`config.mk`:
```
export PLATFORM = sky130hd
export DESIGN_NAME = gpc_state_store
export DESIGN_NICKNAME = d
export VERILOG_FILES = /design/src/rtl/gas_pulse_counter_rate_lock_core_assert.svh /design/src/rtl/gpc_pkg.sv /design/src/rtl/gpc_state_store.sv
export SDC_FILE = /design/constraint.sdc
export NUM_CORES = 1
export LEC_CHECK = 0
export BUFFER_PORTS_ARGS = -buffer_cell sky130_fd_sc_hd__buf_4
export CAP_MARGIN = 20
export CORE_MARGIN = 2
export CORE_UTILIZATION = 50
export CTS_BUF_LIST = sky130_fd_sc_hd__clkbuf_4
export DETAILED_ROUTE_END_ITERATION = 16
export MAX_ROUTING_LAYER = met4
export PLACE_DENSITY = 0.68
export RECOVER_POWER = 100
export SYNTH_ARGS = -nofsm -noshare
export SYNTH_HDL_FRONTEND = slang
export SYNTH_SLANG_ARGS = --single-unit
```
`constraint.sdc`:
```
create_clock -name clk_i -period 1.6 [get_ports clk_i]
set_input_delay 0.16 -clock clk_i [delete_from_list [all_inputs] [get_ports clk_i]]
set_output_delay 0.16 -clock clk_i [all_outputs]
set_load 0.01 [all_outputs]
```
`src/rtl/gas_pulse_counter_rate_lock_core_assert.svh`:
```
// Assertion macros shared by the gas pulse counter RTL.
`ifndef GAS_PULSE_COUNTER_RATE_LOCK_CORE_ASSERT_SVH
`define GAS_PULSE_COUNTER_RATE_LOCK_CORE_ASSERT_SVH
`ifndef SYNTHESIS
// Same-cycle implication, checked out of reset.
`define GPC_ASSERT_IMP(lbl, ante, cons, msg) \
  lbl: assert property (@(posedge clk_i) disable iff (!rst_ni) (ante) |-> (cons)) \
    else $error(msg);
// Next-cycle implication, checked out of reset.
`define GPC_ASSERT_NXT(lbl, ante, cons, msg) \
  lbl: assert property (@(posedge clk_i) disable iff (!rst_ni) (ante) |=> (cons)) \
    else $error(msg);
`else
`define GPC_ASSERT_IMP(lbl, ante, cons, msg)
`define GPC_ASSERT_NXT(lbl, ante, cons, msg)
`endif
`endif

```
`src/rtl/gpc_pkg.sv`:
```
// Shared types and constants of the gas pulse counter.
`default_nettype none
package gpc_pkg;

  localparam int unsigned SENSOR_W    = 6;
  localparam int unsigned TIME_W      = 32;
  localparam int unsigned COUNT_W     = 32;
  localparam int unsigned VOL_W       = 48;
  localparam int unsigned CAL_W       = 32;
  localparam int unsigned PULSE_S_W   = 12;
  localparam int unsigned LIMIT_W     = 5;
  localparam int unsigned CFG_IDX_W   = 3;
  localparam int unsigned CFG_DATA_W  = 32;
  localparam int unsigned CHAN_OUT_W  = 3;

  localparam logic [9:0]       MS_PER_SECOND = 10'd1000;
  localparam logic [VOL_W-1:0] VOLUME_MAX    = '1;

  // Configuration register indexes
  typedef enum logic [CFG_IDX_W-1:0] {
    CFG_SENSOR_POL  = 3'd0,
    CFG_MAX_PER_WIN = 3'd1,
    CFG_PULSE_SEC   = 3'd2,
    CFG_CAL_VOLUME  = 3'd3,
    CFG_VALVES_OFF  = 3'd4
  } cfg_idx_e;

  // Per-channel state that survives a clear command
  typedef struct packed {
    logic               prev_level;
    logic               valve_open;
    logic [TIME_W-1:0]  start_ms;
    logic [COUNT_W-1:0] trig_count;
    logic [VOL_W-1:0]   volume;
  } chan_state_t;

endpackage
`default_nettype wire

```
`src/rtl/gpc_state_store.sv`:
```
// Per-channel state memory with reset and clear valid bits.
`default_nettype none
module gpc_state_store #(
  parameter int unsigned DEPTH = 6,
  parameter int unsigned AW    = 3,
  parameter int unsigned HW    = 12
) (
  input  wire                 clk_i,
  input  wire                 rst_ni,
  input  wire                 clear_i,
  input  wire                 wr_en_i,
  input  wire  [AW-1:0]       wr_addr_i,
  input  wire gpc_pkg::chan_state_t wr_base_i,
  input  wire  [HW-1:0]       wr_hist_i,
  input  wire                 rd_en_i,
  input  wire  [AW-1:0]       rd_addr_i,
  output gpc_pkg::chan_state_t rd_base_o,
  output logic [HW-1:0]       rd_hist_o
);

  gpc_pkg::chan_state_t base_mem_q [DEPTH];
  logic [HW-1:0]        hist_mem_q [DEPTH];
  logic [DEPTH-1:0]     base_vld_q;
  logic [DEPTH-1:0]     hist_vld_q;
  gpc_pkg::chan_state_t rd_base_q;
  logic [HW-1:0]        rd_hist_q;
  logic                 rd_bv_q;
  logic                 rd_hv_q;

  // Valid bits: reset clears both, a clear command only the history part
  always_ff @(posedge clk_i or negedge rst_ni) begin
    if (!rst_ni) begin
      base_vld_q <= '0;
      hist_vld_q <= '0;
      rd_bv_q    <= 1'b0;
      rd_hv_q    <= 1'b0;
    end else begin
      if (clear_i) begin
        hist_vld_q <= '0;
      end
      if (wr_en_i) begin
        base_vld_q[wr_addr_i] <= 1'b1;
        hist_vld_q[wr_addr_i] <= 1'b1;
      end
      if (rd_en_i) begin
        rd_bv_q <= base_vld_q[rd_addr_i];
        rd_hv_q <= hist_vld_q[rd_addr_i];
      end
    end
  end

  // Storage and registered read
  always_ff @(posedge clk_i) begin
    if (wr_en_i) begin
      base_mem_q[wr_addr_i] <= wr_base_i;
      hist_mem_q[wr_addr_i] <= wr_hist_i;
    end
    if (rd_en_i) begin
      rd_base_q <= base_mem_q[rd_addr_i];
      rd_hist_q <= hist_mem_q[rd_addr_i];
    end
  end

  // Entries never written read as zero; the history part also reads as zero after a clear
  assign rd_base_o = rd_bv_q ? rd_base_q : '0;
  assign rd_hist_o = rd_hv_q ? rd_hist_q : '0;

endmodule
`default_nettype wire

```
==> impl_metrics.toml <==
[floorplan]
dieArea_um2 = 69300
start_util_pct = 50.2
die_w_um = 263
die_h_um = 263
design.core.area_um2 = 66900
core.rowCount = 95
ios = 263

[clock_network]
insertion_delay_ns = 1.02
cts_sinks = 896
max-clock-path-buffers = 3
cts.htree.levels = 4
cts_buffers = 217
cts_tree = "done"
cts-root-buf = "clkbuf_4"
path_clk_slew_ns = 0.07

[grt]
groute.usage.overall_pct = 22.0
grt_max_degree = 63
grt_first_pass_wirelength_um = 112000
antenna_found_initial = 11
grt_overflow = 0
first_global_vias = 19600

[sta]
rsz0062_at_grt = "yes"
tightest_slew_ns = 1.39
hold-worst-slack_ns = 0.264
skew_ns = 0.0528
fin_ws_ns = -0.674
fmax_mhz = 440
setup_violations = 622
fin_crit_sh_pct = 142
max-slew-margin-rel_pct = 7.13
period_needed_ns = 2.27
finalHoldViolCount = 0
fin_tns_setup_ns = -128.53
drv_slew = 0

[logic_synthesis]
ys_warn_count = 0
synth_edf_count = 882
syn_inst = 1647
syn_nets = 1784
synth.area.top_cells = "edfxtp_1 79%, mux4_2 8.6%, mux2i_1 3.8%"
synth_top_area_share_pct = 78.8
syn_area_um2 = 33600
synth-async-reset-ratio_pct = 1.56
ys_ff_latch = 896
yosys.area.top_type = "edfxtp_1"
seq_area_frac_synth_pct = 79.8
avgSynthCellArea_um2 = 20.4
ys_types = 27
synth_ff_type = "edfxtp_1"

[critical_path]
critPathCaptureType = "output port"
worst-path-max-fanout = 63
rrSetupSlack_ns = 0.20
timing.rr.end = "rd_base_q[34]"
reg2reg_from = "base_mem_q[3][34]"
critPathRequiredTime_ns = 1.44
ff2ff_path_depth = 3
worst-setup-path-type = "flop to output port"
start_kind = "flop"
worstPathArrival_ns = 2.11

[route]
vias = 18400
drt-wirelength-per-cell_um = 20.9
avgViaCountPerCell = 5.23
post-route-drc-count = 0
drt_iter0_markers = 1252
first_pass_iters = 5
wirelength_um = 73200
ant_nets = 0

[place]
dp_hpwl_um = 42600
gp_congestion = 0.751
portBuffers = 262

[pwr]
p_per_area_nw_per_um2 = 1130
leakage_uw = 0.0159
ir_drop_mv = 0.705
p_total_uw = 49700

[worst_hold_path]
holdPathEnd = "rd_base_q[12]"
hold_start = "rd_addr_i[2]"
min_path_type = "input port to flop"
whs_path_depth = 4

[cells_and_area]
area_growth_pct = 30.5
nets = 2598
fill_cells = 4455
drive_gt1_share_pct = 35.7

[run_status]
violations = "setup timing"
status = "finished with violations"

[run]
maxCapViolations = 0
==> metal layers <==
layer  vias up  part of all wire, %  GRT usage [%]
li1       8334                    -              -
met1      9317                   40           26.3
met5         -                    0              -
met2       599                   52           37.3
met3       102                  5.9           5.15
met4         0                  1.9           7.17
==> cells in the final DEF (no fill, tap or decap), drive strengths merged, types with 5 or more instances in the layout <==
cell type,n
clkinv,68
inv,8
buf,261
nand2,127
and2,126
dlygate4sd3,268
clkbuf,444
clkinvlp,6
edfxtp,882
or2,5
a21o,5
o21ai,127
diode,15
mux4,128
mux2i,126
dfrtp,14
==> flip-flops by register name (all words and copies together) (netlist names) <==
signal / cells
base_mem_q: 684
rd_base_q: 114
hist_mem_q: 72
rd_hist_q: 12
base_vld_q: 6
hist_vld_q: 6
rd_bv_q: 1
rd_hv_q: 1
==> synth_stat cells (7+ instances only) <==
cell      instances
buf_2             7
and2_1          126
mux2i_1         126
nand2_1         127
buf_6            12
buf_1            11
o21ai_1          99
clkbuf_1         36
dfrtp_1          14
o21ai_0          28
buf_4            12
mux4_2          128
edfxtp_1        882
==> worst max path at each step <==
stage,from,to,cells past startpoint
2_1_floorplan,wr_addr_i[2],base_mem_q[2][0],2
3_3_place_gp,rd_addr_i[0],rd_base_q[68],6
3_5_place_dp,rd_addr_i[0],rd_base_q[54],6
4_1_cts,rd_bv_q,rd_base_o[3],4
5_1_grt,rd_bv_q,rd_base_o[60],3
6_report,rd_bv_q,rd_base_o[60],3
==> stage by stage <==
step	setup slack, ns	cells	instance area (um^2)	util (%)
2_1_floorplan	-2.39	1647	33700	-
3_3_place_gp	-0.0510	2838	38300	57.3
3_5_place_dp	-0.0738	2838	38300	57.3
4_1_cts	-0.811	3492	44200	66.0
5_1_grt	-0.846	3506	43900	65.6
6_report	-0.674	3507	43900	65.6
==> report_power, final <==
| group | internal [uW] | leakage (uW) | switching, uW | total [uW] |
|---|---|---|---|---|
| combinational | 2550 | 0.00605 | 2170 | 4710 |
| sequential | 26800 | 0.00827 | 253 | 27000 |
| clock | 9230 | 0.00158 | 8700 | 17900 |
| total | 38600 | 0.0159 | 11100 | 49700 |
==> kinds of logic (layout without fill, tap and decap cells) <==
family / count (synthesis) / in the layout / synth area share (%)
other: 0 / 15 / 0
multiplexers: 256 / 256 / 12.4
flip-flops: 896 / 896 / 79.8
AND/OR/NAND/NOR: 270 / 270 / 4.06
AO/OA/AOI/OAI: 136 / 136 / 2.08
buffers and inverters: 89 / 1061 / 1.64
==> final cells by class <==
type / count / area [um^2] / area share (%)
flip-flops and latches: 896 / 26800 / 61.2
repair buffers: 679 / 6750 / 15.4
multi-input cells: 662 / 6440 / 14.7
clock buffers: 296 / 2220 / 5.06
well taps: 873 / 1090 / 2.49
clock inverters: 81 / 463 / 1.06
diodes: 15 / 37.5 / 0.0855
inverters: 5 / 28.8 / 0.0656
==> critical path, stage by stage, from the launching register on <==
cell	delay, ns
dfrtp_4	0.54
buf_16	0.22
and2_1	0.19
buf_4	0.15
==> repair_timing <==
action,in CTS,in global routing
resized for setup,115,22
hold endpoints to repair,1571,0
endpoints found under the setup margin,126,131
buffers inserted,5,0
cloned,3,1
pin swaps,1,0
hold buffers,269,0
Note: power is estimated with default switching activity, not from simulation.
